--- src/hw/rtl/tmfp_pkg.sv ---
// Shared types and constants of the timestamped MAVLink log framer.
`default_nettype none

package tmfp_pkg;

    localparam int DEFAULT_COUNT_WIDTH = 32;

    // Result queue between the decoder and the output register.
    localparam int QUEUE_DEPTH = 4;
    localparam int QUEUE_PTR_W = $clog2(QUEUE_DEPTH);
    localparam int QUEUE_CNT_W = $clog2(QUEUE_DEPTH + 1);

    // Frame markers and header layout.
    localparam logic [7:0] MARKER_V2      = 8'hFD;
    localparam logic [7:0] MARKER_V1      = 8'hFE;
    localparam logic [7:0] FLAG_SIGNED    = 8'h01;
    localparam logic [3:0] TS_BYTES       = 4'd8;
    localparam logic [3:0] HDR_LEN_AT     = 4'd1;
    localparam logic [3:0] HDR_FLAGS_AT   = 4'd2;
    localparam logic [3:0] V2_ID_LO_AT    = 4'd7;
    localparam logic [3:0] V2_ID_MID_AT   = 4'd8;
    localparam logic [3:0] V2_ID_HI_AT    = 4'd9;
    localparam logic [3:0] V2_HEADER_LAST = 4'd9;
    localparam logic [3:0] V1_ID_AT       = 4'd5;
    localparam logic [3:0] V1_HEADER_LAST = 4'd5;
    localparam logic [8:0] CHECKSUM_LEN   = 9'd2;
    localparam logic [8:0] SIGNATURE_LEN  = 9'd13;

    typedef enum logic [2:0] {
        PH_TIME    = 3'd0,
        PH_HEADER  = 3'd1,
        PH_PAYLOAD = 3'd2,
        PH_TRAILER = 3'd3
    } tmfp_phase_t;

    typedef enum logic [1:0] {
        KIND_HEADER  = 2'd0,
        KIND_PAYLOAD = 2'd1,
        KIND_COUNT   = 2'd2
    } tmfp_kind_t;

    typedef struct packed {
        tmfp_kind_t  kind;
        logic [63:0] timestamp;
        logic [23:0] message_id;
        logic [7:0]  payload_length;
        logic [7:0]  payload_byte;
        logic        last_of_message;
        logic [31:0] message_total;
    } tmfp_result_t;

    // Everything one input byte produces: an optional header or payload word
    // and an optional message count word.
    typedef struct packed {
        logic         has_main;
        tmfp_result_t main;
        logic         has_count;
        logic [31:0]  total;
    } tmfp_entry_t;

    typedef struct packed {
        logic full;
        logic almost_full;
    } tmfp_queue_status_t;

endpackage

`default_nettype wire

--- src/hw/rtl/tmfp_frame_decoder.sv ---
// Input register and per-byte framing state machine of the log framer.
`default_nettype none

module tmfp_frame_decoder #(
    parameter int COUNT_WIDTH = tmfp_pkg::DEFAULT_COUNT_WIDTH
) (
    input  logic                         clk,
    input  logic                         rst_n,
    input  logic                         in_valid,
    output logic                         in_stall,
    input  logic [7:0]                   data_byte,
    input  logic                         end_of_stream,
    input  logic [31:0]                  max_reports,
    input  tmfp_pkg::tmfp_queue_status_t queue_status,
    output logic                         push,
    output tmfp_pkg::tmfp_entry_t        entry
);
    import tmfp_pkg::*;

    logic                   in_valid_reg;
    logic [7:0]             byte_reg;
    logic                   eos_reg;

    tmfp_phase_t            phase_reg, phase_next;
    logic [63:0]            time_window_reg, time_window_next;
    logic [3:0]             window_fill_reg, window_fill_next;
    logic                   is_v2_reg, is_v2_next;
    logic [3:0]             header_index_reg, header_index_next;
    logic [7:0]             held_length_reg, held_length_next;
    logic [7:0]             held_flags_reg, held_flags_next;
    logic [23:0]            held_id_reg, held_id_next;
    logic [8:0]             skip_reg, skip_next;
    logic                   reporting_reg, reporting_next;
    logic [COUNT_WIDTH-1:0] seen_reg, seen_next;
    logic [31:0]            sent_reg, sent_next;

    logic                   accept;
    logic                   done;
    logic                   report;
    logic [23:0]            id_now;
    logic [8:0]             trailer_len;
    logic [8:0]             skip_dec;
    logic [COUNT_WIDTH+31:0] seen_ext;

    // An item may enter only if the queue has room for it and for the one
    // already sitting in the input register.
    assign in_stall = queue_status.full || (queue_status.almost_full && in_valid_reg);
    assign accept   = in_valid && !in_stall;

    assign trailer_len = CHECKSUM_LEN +
        ((is_v2_reg && ((held_flags_reg & FLAG_SIGNED) != 8'd0)) ? SIGNATURE_LEN : 9'd0);

    always_ff @(posedge clk or negedge rst_n)
    begin
        if (!rst_n)
        begin
            in_valid_reg     <= 1'b0;
            phase_reg        <= PH_TIME;
            time_window_reg  <= '0;
            window_fill_reg  <= '0;
            is_v2_reg        <= 1'b0;
            header_index_reg <= '0;
            held_length_reg  <= '0;
            held_flags_reg   <= '0;
            held_id_reg      <= '0;
            skip_reg         <= '0;
            reporting_reg    <= 1'b0;
            seen_reg         <= '0;
            sent_reg         <= '0;
        end
        else
        begin
            in_valid_reg     <= accept;
            phase_reg        <= phase_next;
            time_window_reg  <= time_window_next;
            window_fill_reg  <= window_fill_next;
            is_v2_reg        <= is_v2_next;
            header_index_reg <= header_index_next;
            held_length_reg  <= held_length_next;
            held_flags_reg   <= held_flags_next;
            held_id_reg      <= held_id_next;
            skip_reg         <= skip_next;
            reporting_reg    <= reporting_next;
            seen_reg         <= seen_next;
            sent_reg         <= sent_next;
        end
    end

    always_ff @(posedge clk)
    begin
        if (accept)
        begin
            byte_reg <= data_byte;
            eos_reg  <= end_of_stream;
        end
    end

    always_comb
    begin
        phase_next        = phase_reg;
        time_window_next  = time_window_reg;
        window_fill_next  = window_fill_reg;
        is_v2_next        = is_v2_reg;
        header_index_next = header_index_reg;
        held_length_next  = held_length_reg;
        held_flags_next   = held_flags_reg;
        held_id_next      = held_id_reg;
        skip_next         = skip_reg;
        reporting_next    = reporting_reg;
        seen_next         = seen_reg;
        sent_next         = sent_reg;
        entry             = '0;
        done              = 1'b0;
        report            = 1'b0;
        id_now            = held_id_reg;
        skip_dec          = skip_reg;
        seen_ext          = '0;

        if (in_valid_reg)
        begin
            unique case (phase_reg)
                PH_TIME:
                begin
                    if (window_fill_reg >= TS_BYTES &&
                        (byte_reg == MARKER_V2 || byte_reg == MARKER_V1))
                    begin
                        is_v2_next        = (byte_reg == MARKER_V2);
                        header_index_next = HDR_LEN_AT;
                        held_length_next  = '0;
                        held_flags_next   = '0;
                        held_id_next      = '0;
                        phase_next        = PH_HEADER;
                    end
                    else
                    begin
                        // Not a marker: slide the timestamp window by one byte.
                        time_window_next = {time_window_reg[55:0], byte_reg};
                        if (window_fill_reg < TS_BYTES)
                        begin
                            window_fill_next = window_fill_reg + 4'd1;
                        end
                    end
                end
                PH_HEADER:
                begin
                    if (header_index_reg == HDR_LEN_AT)
                    begin
                        held_length_next = byte_reg;
                    end
                    if (is_v2_reg)
                    begin
                        if (header_index_reg == HDR_FLAGS_AT)
                        begin
                            held_flags_next = byte_reg;
                        end
                        if (header_index_reg == V2_ID_LO_AT)
                        begin
                            id_now[7:0] = byte_reg;
                        end
                        if (header_index_reg == V2_ID_MID_AT)
                        begin
                            id_now[15:8] = byte_reg;
                        end
                        if (header_index_reg == V2_ID_HI_AT)
                        begin
                            id_now[23:16] = byte_reg;
                        end
                        done = (header_index_reg >= V2_HEADER_LAST);
                    end
                    else
                    begin
                        if (header_index_reg == V1_ID_AT)
                        begin
                            id_now[7:0] = byte_reg;
                        end
                        done = (header_index_reg >= V1_HEADER_LAST);
                    end
                    held_id_next = id_now;

                    if (!done)
                    begin
                        header_index_next = header_index_reg + 4'd1;
                    end
                    else
                    begin
                        if (seen_reg != '1)
                        begin
                            seen_next = seen_reg + COUNT_WIDTH'(1);
                        end
                        report         = (sent_reg < max_reports);
                        reporting_next = report;
                        if (report)
                        begin
                            entry.has_main             = 1'b1;
                            entry.main.kind            = KIND_HEADER;
                            entry.main.timestamp       = time_window_reg;
                            entry.main.message_id      = id_now;
                            entry.main.payload_length  = held_length_reg;
                            entry.main.last_of_message = (held_length_reg == 8'd0);
                            sent_next                  = sent_reg + 32'd1;
                        end
                        if (held_length_reg != 8'd0)
                        begin
                            phase_next = PH_PAYLOAD;
                            skip_next  = {1'b0, held_length_reg};
                        end
                        else
                        begin
                            phase_next = PH_TRAILER;
                            skip_next  = trailer_len;
                        end
                    end
                end
                PH_PAYLOAD:
                begin
                    if (reporting_reg)
                    begin
                        entry.has_main             = 1'b1;
                        entry.main.kind            = KIND_PAYLOAD;
                        entry.main.timestamp       = time_window_reg;
                        entry.main.message_id      = held_id_reg;
                        entry.main.payload_length  = held_length_reg;
                        entry.main.payload_byte    = byte_reg;
                        entry.main.last_of_message = (skip_reg <= 9'd1);
                    end
                    if (skip_reg != 9'd0)
                    begin
                        skip_dec = skip_reg - 9'd1;
                    end
                    if (skip_dec == 9'd0)
                    begin
                        phase_next = PH_TRAILER;
                        skip_next  = trailer_len;
                    end
                    else
                    begin
                        skip_next = skip_dec;
                    end
                end
                PH_TRAILER:
                begin
                    if (skip_reg != 9'd0)
                    begin
                        skip_dec = skip_reg - 9'd1;
                    end
                    skip_next = skip_dec;
                    if (skip_dec == 9'd0)
                    begin
                        phase_next       = PH_TIME;
                        window_fill_next = '0;
                        time_window_next = '0;
                        reporting_next   = 1'b0;
                    end
                end
                default:
                begin
                    phase_next       = PH_TIME;
                    window_fill_next = '0;
                    time_window_next = '0;
                end
            endcase

            if (eos_reg)
            begin
                // The count word reports the total after this byte, capped to 32 bits.
                seen_ext        = {32'd0, seen_next};
                entry.has_count = 1'b1;
                entry.total     = (seen_ext[COUNT_WIDTH+31:32] != '0) ? 32'hFFFF_FFFF
                                                                      : seen_ext[31:0];
                phase_next        = PH_TIME;
                time_window_next  = '0;
                window_fill_next  = '0;
                is_v2_next        = 1'b0;
                header_index_next = '0;
                held_length_next  = '0;
                held_flags_next   = '0;
                held_id_next      = '0;
                skip_next         = '0;
                reporting_next    = 1'b0;
                seen_next         = '0;
                sent_next         = '0;
            end
        end
    end

    assign push = in_valid_reg && (entry.has_main || entry.has_count);

endmodule

`default_nettype wire

--- src/hw/rtl/tmfp_result_queue.sv ---
// Result queue and output register that turns queue entries into output words.
`default_nettype none

module tmfp_result_queue (
    input  logic                         clk,
    input  logic                         rst_n,
    input  logic                         push,
    input  tmfp_pkg::tmfp_entry_t        entry,
    output tmfp_pkg::tmfp_queue_status_t queue_status,
    output logic                         out_valid,
    input  logic                         out_stall,
    output tmfp_pkg::tmfp_result_t       result
);
    import tmfp_pkg::*;

    tmfp_entry_t            slot_reg [QUEUE_DEPTH];
    logic [QUEUE_PTR_W-1:0] wr_ptr_reg, wr_ptr_next;
    logic [QUEUE_PTR_W-1:0] rd_ptr_reg, rd_ptr_next;
    logic [QUEUE_CNT_W-1:0] count_reg, count_next;
    logic                   out_valid_reg, out_valid_next;
    logic                   main_done_reg, main_done_next;
    tmfp_result_t           result_reg, result_next;
    tmfp_entry_t            head;
    logic                   pop;

    assign queue_status.full        = (count_reg == QUEUE_CNT_W'(QUEUE_DEPTH));
    assign queue_status.almost_full = (count_reg == QUEUE_CNT_W'(QUEUE_DEPTH - 1));
    assign head                     = slot_reg[rd_ptr_reg];

    always_ff @(posedge clk)
    begin
        if (push)
        begin
            slot_reg[wr_ptr_reg] <= entry;
        end
    end

    always_ff @(posedge clk or negedge rst_n)
    begin
        if (!rst_n)
        begin
            wr_ptr_reg    <= '0;
            rd_ptr_reg    <= '0;
            count_reg     <= '0;
            out_valid_reg <= 1'b0;
            main_done_reg <= 1'b0;
        end
        else
        begin
            wr_ptr_reg    <= wr_ptr_next;
            rd_ptr_reg    <= rd_ptr_next;
            count_reg     <= count_next;
            out_valid_reg <= out_valid_next;
            main_done_reg <= main_done_next;
        end
    end

    always_ff @(posedge clk)
    begin
        result_reg <= result_next;
    end

    always_comb
    begin
        out_valid_next = out_valid_reg;
        main_done_next = main_done_reg;
        result_next    = result_reg;
        pop            = 1'b0;

        if (!out_valid_reg || !out_stall)
        begin
            out_valid_next = 1'b0;
            if (count_reg != '0)
            begin
                out_valid_next = 1'b1;
                if (head.has_main && !main_done_reg)
                begin
                    result_next = head.main;
                    if (head.has_count)
                    begin
                        main_done_next = 1'b1;
                    end
                    else
                    begin
                        pop = 1'b1;
                    end
                end
                else
                begin
                    result_next               = '0;
                    result_next.kind          = KIND_COUNT;
                    result_next.message_total = head.total;
                    main_done_next            = 1'b0;
                    pop                       = 1'b1;
                end
            end
        end

        wr_ptr_next = push ? wr_ptr_reg + QUEUE_PTR_W'(1) : wr_ptr_reg;
        rd_ptr_next = pop ? rd_ptr_reg + QUEUE_PTR_W'(1) : rd_ptr_reg;

        unique case ({push, pop})
            2'b10:   count_next = count_reg + QUEUE_CNT_W'(1);
            2'b01:   count_next = count_reg - QUEUE_CNT_W'(1);
            default: count_next = count_reg;
        endcase
    end

    assign out_valid = out_valid_reg;
    assign result    = result_reg;

endmodule

`default_nettype wire

--- src/hw/rtl/timestamped_mavlink_frame_parser.sv ---
// Top level of the timestamped MAVLink log framer.
//
// The block takes a telemetry log one byte per word on the input channel
// (data_byte, end_of_stream) and delivers result words on the output channel.
// Each record is an 8-byte big-endian timestamp followed by a v1 or v2 MAVLink
// frame. For each framed message it sends a header word (kind 0) and then one
// word per payload byte (kind 1) while the max_reports limit allows; the byte
// flagged end_of_stream also yields a message count word (kind 2) and clears
// the parser so the next stream starts clean.
// Throughput is one input word per cycle while in_stall is low. An accepted word
// is decoded in the input register stage and its results pass through the result
// queue to the output register. An end-of-stream byte that also yields a header
// or payload word gives two output words.
// A four-entry result queue separates the sides; when it cannot take what is
// already in flight, in_stall rises. A stalled output word holds steady.
// The configuration channel writes max_reports whenever cfg_valid is high;
// cfg_ready is always high. Reset sets max_reports to all ones and returns the
// parser to collecting a timestamp with all counts at zero.
`default_nettype none

module timestamped_mavlink_frame_parser #(
    parameter int COUNT_WIDTH = tmfp_pkg::DEFAULT_COUNT_WIDTH
) (
    input  logic        clk,
    input  logic        rst_n,
    input  logic        in_valid,
    output logic        in_stall,
    input  logic [7:0]  data_byte,
    input  logic        end_of_stream,
    output logic        out_valid,
    input  logic        out_stall,
    output logic [1:0]  kind,
    output logic [63:0] timestamp,
    output logic [23:0] message_id,
    output logic [7:0]  payload_length,
    output logic [7:0]  payload_byte,
    output logic        last_of_message,
    output logic [31:0] message_total,
    input  logic        cfg_valid,
    output logic        cfg_ready,
    input  logic [31:0] cfg_data
);
    import tmfp_pkg::*;

    logic [31:0]        max_reports_reg;
    logic               push;
    tmfp_entry_t        entry;
    tmfp_queue_status_t queue_status;
    tmfp_result_t       result;

    // The only register; cfg_ready is always high, so every write is taken.
    assign cfg_ready = 1'b1;

    always_ff @(posedge clk or negedge rst_n)
    begin
        if (!rst_n)
        begin
            max_reports_reg <= 32'hFFFF_FFFF;
        end
        else if (cfg_valid && cfg_ready)
        begin
            max_reports_reg <= cfg_data;
        end
    end

    // Per-byte framing: input register, parser state and result building.
    tmfp_frame_decoder #(
        .COUNT_WIDTH (COUNT_WIDTH)
    ) u_decoder (
        .clk           (clk),
        .rst_n         (rst_n),
        .in_valid      (in_valid),
        .in_stall      (in_stall),
        .data_byte     (data_byte),
        .end_of_stream (end_of_stream),
        .max_reports   (max_reports_reg),
        .queue_status  (queue_status),
        .push          (push),
        .entry         (entry)
    );

    // Queue and output register: splits an entry into one or two words.
    tmfp_result_queue u_queue (
        .clk          (clk),
        .rst_n        (rst_n),
        .push         (push),
        .entry        (entry),
        .queue_status (queue_status),
        .out_valid    (out_valid),
        .out_stall    (out_stall),
        .result       (result)
    );

    assign kind            = result.kind;
    assign timestamp       = result.timestamp;
    assign message_id      = result.message_id;
    assign payload_length  = result.payload_length;
    assign payload_byte    = result.payload_byte;
    assign last_of_message = result.last_of_message;
    assign message_total   = result.message_total;

    // The decoder never writes into a full queue.
    assert property (@(posedge clk) disable iff (!rst_n) push |-> !queue_status.full)
        else $error("result queue overflow");

    // A full queue always holds off the input channel.
    assert property (@(posedge clk) disable iff (!rst_n) queue_status.full |-> in_stall)
        else $error("input accepted while result queue is full");

    // A header word of an empty message also closes that message.
    assert property (@(posedge clk) disable iff (!rst_n)
        (out_valid && kind == KIND_HEADER && payload_length == 8'd0) |-> last_of_message)
        else $error("empty message header without last_of_message");

endmodule

`default_nettype wire

--- config.mk ---
export PLATFORM = sky130hd
export DESIGN_NAME = timestamped_mavlink_frame_parser
export DESIGN_NICKNAME = d
export VERILOG_FILES = /design/src/hw/rtl/tmfp_pkg.sv /design/src/hw/rtl/tmfp_frame_decoder.sv /design/src/hw/rtl/tmfp_result_queue.sv /design/src/hw/rtl/timestamped_mavlink_frame_parser.sv
export SDC_FILE = /design/constraint.sdc
export NUM_CORES = 1
export LEC_CHECK = 0
export ABC_AREA = 1
export BUFFER_PORTS_ARGS = -buffer_cell sky130_fd_sc_hd__buf_2
export CELL_PAD_IN_SITES_DETAIL_PLACEMENT = 0
export CELL_PAD_IN_SITES_GLOBAL_PLACEMENT = 1
export CORE_MARGIN = 2
export CORE_UTILIZATION = 44
export DETAILED_ROUTE_END_ITERATION = 8
export PLACE_DENSITY_LB_ADDON = 0.3
export SETUP_SLACK_MARGIN = 0.05
export SLEW_MARGIN = 20
export SYNTH_ARGS = -nofsm -noshare
export SYNTH_HDL_FRONTEND = slang
export SYNTH_SLANG_ARGS = --single-unit
--- constraint.sdc ---
create_clock -name clk -period 8.6 [get_ports clk]
set_clock_uncertainty 0.05 [all_clocks]
set_input_delay 1.72 -clock clk [delete_from_list [all_inputs] [get_ports clk]]
set_output_delay 1.72 -clock clk [all_outputs]
set_load 0.02 [all_outputs]
# Word level (Yosys, flattened, before mapping)
# Memories as Yosys holds them, arrays and structs flattened.
# Cells that the tools add are included.
# word_totals
register_bits	373
output_inout_bits	142
ramBits	564
memories	1
inputBits	46
# mem_list
memory	depth	width	rd	rd_clocked_by_memory_dff	write_ports	line	rtl
u_queue.slot_reg	4	141	1	0	1	tmfp_result_queue.sv:16	tmfp_entry_t slot_reg [QUEUE_DEPTH];
# op_classes
n_lt_le_gt_ge	6
eq_ne	28
mux	88
n_reduce_logical	44
n_addsub	10
# op_table
operator	count
32-bit 2-to-1 mux	9
108-bit 2-to-1 mux	2
99-bit 2-to-1 mux	2
99-bit case mux with 2 select lines	1
64-bit 2-to-1 mux	3
64-bit case mux with 3 select lines	1
9-bit 2-to-1 mux	9
8-bit 2-to-1 mux	9
33-bit 2-to-1 mux	2
32-bit by 1-bit adder with 32-bit output, second input constant	2
24-bit 2-to-1 mux	2
24-bit case mux with 2 select lines	1
32-bit less-than comparator	1
4-bit 2-to-1 mux	8
32-bit != test, second input constant	1
9-bit case mux with 3 select lines	1
1-bit 2-to-1 mux	24
3-bit by 1-bit != test with 1-bit output, second input constant	8
4-bit AND reduction	5
9-bit logical NOT	2
8-bit == test, second input constant	2
16-bit 2-to-1 mux	1
8-bit case mux with 2 select lines	1
3-bit 2-to-1 mux	5
40 further kinds	74

# Depth between registers and ports, before layout
# logic_depth
word_depth	12
ltp_mapped	22

# By module
# A second synthesis with hierarchy kept.
# unflattened
cells_unflattened	4441
hier_area_um2	46440.8
# by_module_without_submodules
module	n_inst	cells_per_inst	area_each_um2
tmfp_result_queue	1	2213	31355.1
tmfp_frame_decoder	1	2090	13741.9
timestamped_mavlink_frame_parser	1	138	1343.8

# Worst setup path before layout
# Ideal clock, no wire load.
# synth_timing
path_kind	in2reg
start	input out_stall
end	register u_queue.count_reg[2]
cell_stages	9
required_ns	8.419
slack_ns	-1.540
arrival_time_ns	9.959
setup_time_ns	0.131
n_path_buf	0
path_cell_list	a21oi_1 nand2_1 inv_1 ha_1 inv_1 fa_1 a21oi_1 o21ai_0 xor2_1
# synth_between
elab_chain_cells	5
elab_cells_between_ends	7
# synth_rtl
item	line	rtl
start, declared	timestamped_mavlink_frame_parser.sv:31	input logic out_stall,
1-bit logical NOT *	tmfp_result_queue.sv:70	if (!out_valid_reg || !out_stall)
1-bit logical OR *	tmfp_result_queue.sv:70	
1-bit 2-to-1 mux *	tmfp_result_queue.sv:70	
net u_queue.pop	tmfp_result_queue.sv:24	logic pop;
2-bit by 1-bit == test with 1-bit output or 2-bit == test (tied branches)	tmfp_result_queue.sv:102	unique case ({push, pop})
3-bit case mux with 2 select lines or 2-bit nonzero test (tied branches)	n/a	
end signal, assigned	tmfp_result_queue.sv:52	count_reg <= count_next;
end, declared	tmfp_result_queue.sv:19	logic [QUEUE_CNT_W-1:0] count_reg, count_next;
# Mark *: on every way through the listed nets, which the timed path passes. The rest lies on a longest branch.
# A chain may end at the register's enable or synchronous reset.

# Worst setup path in the final report
# layout_timing
start	register u_decoder.phase_reg[1]
end	memory u_queue.slot_reg[0][87] in the netlist's numbering, enable pin
# layout_between
elab_chain_cells	7
elab_cells_between_ends	8
# layout_rtl
item	line	rtl
start, declared	tmfp_frame_decoder.sv:24	tmfp_phase_t phase_reg, phase_next;
start signal, assigned	tmfp_frame_decoder.sv:74	phase_reg <= phase_next;
3-bit by 2-bit == test with 1-bit output or 3-bit by 1-bit == test with 1-bit output (tied branches)	tmfp_frame_decoder.sv:121	unique case (phase_reg)
99-bit case mux with 2 select lines *	tmfp_frame_decoder.sv:121	
108-bit 2-to-1 mux *	tmfp_frame_decoder.sv:119	if (in_valid_reg)
1-bit logical OR *	tmfp_frame_decoder.sv:286	assign push = in_valid_reg && (entry.has_main || entry.has_count);
1-bit logical AND *	tmfp_frame_decoder.sv:286	
1-bit 2-to-1 mux *	tmfp_result_queue.sv:32	if (push)
1-bit 2-to-1 mux (not written as such) *	tmfp_result_queue.sv:34	slot_reg[wr_ptr_reg] <= entry;
end, declared	tmfp_result_queue.sv:16	
# Mark *: on every way between the ends. The rest lies on a longest branch, timed or not.

==> impl_metrics.py <==
metrics = {
    "run_status": {
        "run_status": "completed",
    },
    "die": {
        "dieArea_mm2": 0.09499,
        "die_y_um": 308.2,
        "fp-row-count": 111,
        "io-pin-count": 188,
        "start_util_pct": 44.42,
        "dieWidth_um": 308.2,
        "core_mm2": 0.09166,
    },
    "layout": {
        "seq_area_mm2": 0.02691,
        "fill_cells": 8266,
        "multi_input_area_mm2": 0.01184,
        "antenna_cells": 0,
        "syn_to_final_growth_pct": 12.80,
        "drive_gt1_share_pct": 12.97,
        "finalNetCount": 4094,
        "largest_reg_flops": 560,
    },
    "synth": {
        "syn-num-nets": 3972,
        "seq_area_frac_synth_pct": 66.08,
        "ys_warn_count": 0,
        "post_synth_inst_count": 3874,
        "syn_area_mm2": 0.04072,
        "async_flop_share_pct": 24.03,
        "synth_area_leaders": "edfxtp_1 (52%), dfrtp_1 (12%), nor2_1 (7.0%), nand2_1 (5.3%), o21ai_0 (5.0%)",
        "synth_ff_type": "edfxtp_1",
        "synth_top_area_cell": "edfxtp_1",
        "synth.ff_latch_count": 932,
        "netlist.area_leader.share_pct": 52.21,
        "synth.distinct_cells": 47,
        "syn-mean-instance-area_um2": 10.51,
        "synth_edf_count": 708,
    },
    "worst_setup_path": {
        "cp.depth": 12,
        "required_ps": 8840,
        "crit_path_max_incr_delay_ps": 730,
        "worstSetupPathType": "register to register",
        "start_kind": "register",
        "cp_top_family": "simple AND/OR/NAND/NOR gates",
        "cp_data_arrival_time_ps": 5230,
        "r2r_slack_ps": 3620,
        "crit_top_cell": "inv_1",
        "timing.rr.end": "u_queue.slot_reg[0][87]",
        "crit_fanout": 55,
        "crit_buf_inv": 5,
        "reg2reg_from": "u_decoder.phase_reg[1]",
        "endpoint": "u_queue.slot_reg[0][87]",
        "endpoint_kind": "register",
        "crit_slowest_cell": "buf_4",
        "cp_cell_sequence": "inv_1, ha_1, buf_4, inv_1, nor2_4, nand3_2, nand2_1, nand2_2, nand2_1, inv_1, nor2_4, buf_4",
        "worstRegToRegCells": 12,
        "critPathLaunch": "u_decoder.phase_reg[1]",
    },
    "routing": {
        "postRouteAntennaNets": 0,
        "vias_per_cell": 5.216,
        "route.met2.wl_mm": 49.32,
        "dr.pass1.iters": 5,
        "vias": 27460,
        "route.detailed.drc": 0,
        "routed_wl_mm": 99.73,
        "routed.top_layer": "met4",
        "wl_per_cell_um": 18.94,
        "wl_met3_mm": 4.607,
        "m1WireLength_mm": 43.63,
        "drtIter0Drc": 2025,
    },
    "power_and_ir_drop": {
        "powerDensity_mw_per_mm2": 335.1,
        "leakagePower_nw": 17.37,
        "ir_drop_v": 0.0002040,
    },
    "timing": {
        "drv_slew": 0,
        "period_minus_slack_ps": 4984,
        "relSlewSlack_pct": 31.26,
        "fin_setup_tns_ps": 0,
        "tightest_slew_ps": 1031,
        "fmax_mhz": 200.6,
        "worst_slack_ps": 3616,
        "setup-violations-final": 0,
        "finalCritPeriodShare_pct": 57.95,
        "rsz0062_at_grt": "no",
        "hold_viol": 0,
    },
    "cts": {
        "cts_hold_buf": 0,
        "cts.clk_slew.worst_paths_ps": 70,
        "insertion_delay_ps": 660,
        "cts.sinks": 932,
        "cts_tree": "done",
        "ctsRootBufferMaster": "clkbuf_16",
        "cts_buffers": 98,
        "htree_levels": 3,
        "clockBufferDepth": 3,
        "cts_setup_buffers": 0,
        "ctsResizeCount": 0,
    },
    "place": {
        "dpl.hpwl_mm": 59.15,
        "port_buffers": 186,
        "place_ws_ps": 2904,
        "place_congestion": 0.8520,
    },
    "grt": {
        "grt_max_degree": 142,
        "globalRouteOverflowTotal": 0,
        "grt_usage_pct": 21.10,
        "antenna_found_initial": 1,
        "grt_pass1_vias": 26870,
        "grt_pass1_wl_mm": 156.0,
    },
    "run": {
        "maxCapViolCount": 0,
    },
    "min_path": {
        "hold_path.class": "register to register",
    },
}
## worst min path at each step
stage | start | endpoint | slack [ps] | cells after the start
5_1_grt | u_decoder.held_id_reg[23] | u_decoder.held_id_reg[23] | 450 | 2
4_1_cts | u_decoder.held_id_reg[6] | u_decoder.held_id_reg[6] | 440 | 2
3_5_place_dp | u_decoder.held_id_reg[18] | u_decoder.held_id_reg[18] | 420 | 2
6_report | u_decoder.held_id_reg[18] | u_decoder.held_id_reg[18] | 430 | 2
2_1_floorplan | u_decoder.held_id_reg[0] | u_decoder.held_id_reg[0] | 400 | 2
3_3_place_gp | u_decoder.held_id_reg[1] | u_decoder.held_id_reg[1] | 410 | 2
## worst min-delay path, delay by kind of cell, from the launching register on
kind / cells / cell delay, ps
AO/OA/AOI/OAI: 1 / 50
flip-flops: 1 / 340
AND/OR/NAND/NOR: 1 / 50
## layer usage
metal / track usage, % / vias up
met4: 5.536 / 0
met1: 28.37 / 13330
met3: 3.085 / 140
met5: 0 / -
li1: - / 13350
met2: 35.89 / 637
## through the flow
| stage | cells | util, % | hold slack, ps | total power [mW] | cell area, um2 |
|---|---|---|---|---|---|
| finish | 5265 | 50.11 | 432.2 | 15.39 | 45930 |
| global route | 5265 | 50.11 | 452.9 | 16.32 | 45930 |
| CTS | 5263 | 50.06 | 435.6 | 15.57 | 45890 |
| detailed placement | 5080 | 46.53 | 420.5 | 11.32 | 42650 |
| global placement | 5080 | 46.53 | 413.6 | 11.28 | 42650 |
| floorplan | 3874 | - | 401.7 | 9.767 | 40720 |
## final cells by class
cell class | count | share of cell area (%)
clock buffer | 144 | 6.004
clock inverter | 39 | 1.046
inverter | 309 | 2.542
multi-input combinational | 2433 | 25.78
sequential | 932 | 58.60
tap | 1186 | 3.231
timing repair buffer | 222 | 2.800
## power by group
group / internal [mW] / switching, mW
sequential: 5.93 / 0.448
clock: 2.47 / 1.76
combinational: 1.26 / 3.53
## placed cells by master, fill, tap and decap left out, types with 69 or more instances in the layout
cell type and instances:
buf_2 185, o22ai_1 69, clkbuf_16 100, o21ai_0 405, a21oi_1 153, nor2_1 759
inv_1 302, dfrtp_1 190, edfxtp_1 708, nand3_1 107, nand2_1 576
## cell usage after synthesis (4+ instances only)
master / n
o21ai_2: 60
nand4_1: 21
edfxtp_1: 708
buf_6: 14
o21ai_0: 405
inv_1: 305
o31ai_1: 25
nor3_1: 31
o21ai_1: 5
nand2_1: 579
a31oi_1: 4
nor4_1: 4
xor2_1: 43
o22ai_1: 69
a22oi_1: 9
nand3_1: 108
clkbuf_1: 168
o211ai_1: 8
dfrtp_1: 192
nand2_2: 40
dfstp_2: 32
a21oi_1: 154
ha_1: 51
nor2_1: 764
nor3b_1: 5
xnor2_1: 20
buf_2: 15
## kinds of logic after synthesis
logic type      Yosys count  share of synthesized area, %
compound gates          744                         10.21
flops                   932                         66.08
buf+inv                 509                         5.006
mux                       1                       0.02765
fa+ha+maj                52                         1.616
simple gates           1572                         15.70
other cells               1                      0.009209
xor+xnor                 63                         1.355
No activity file was read; power rests on OpenSTA's default activity.
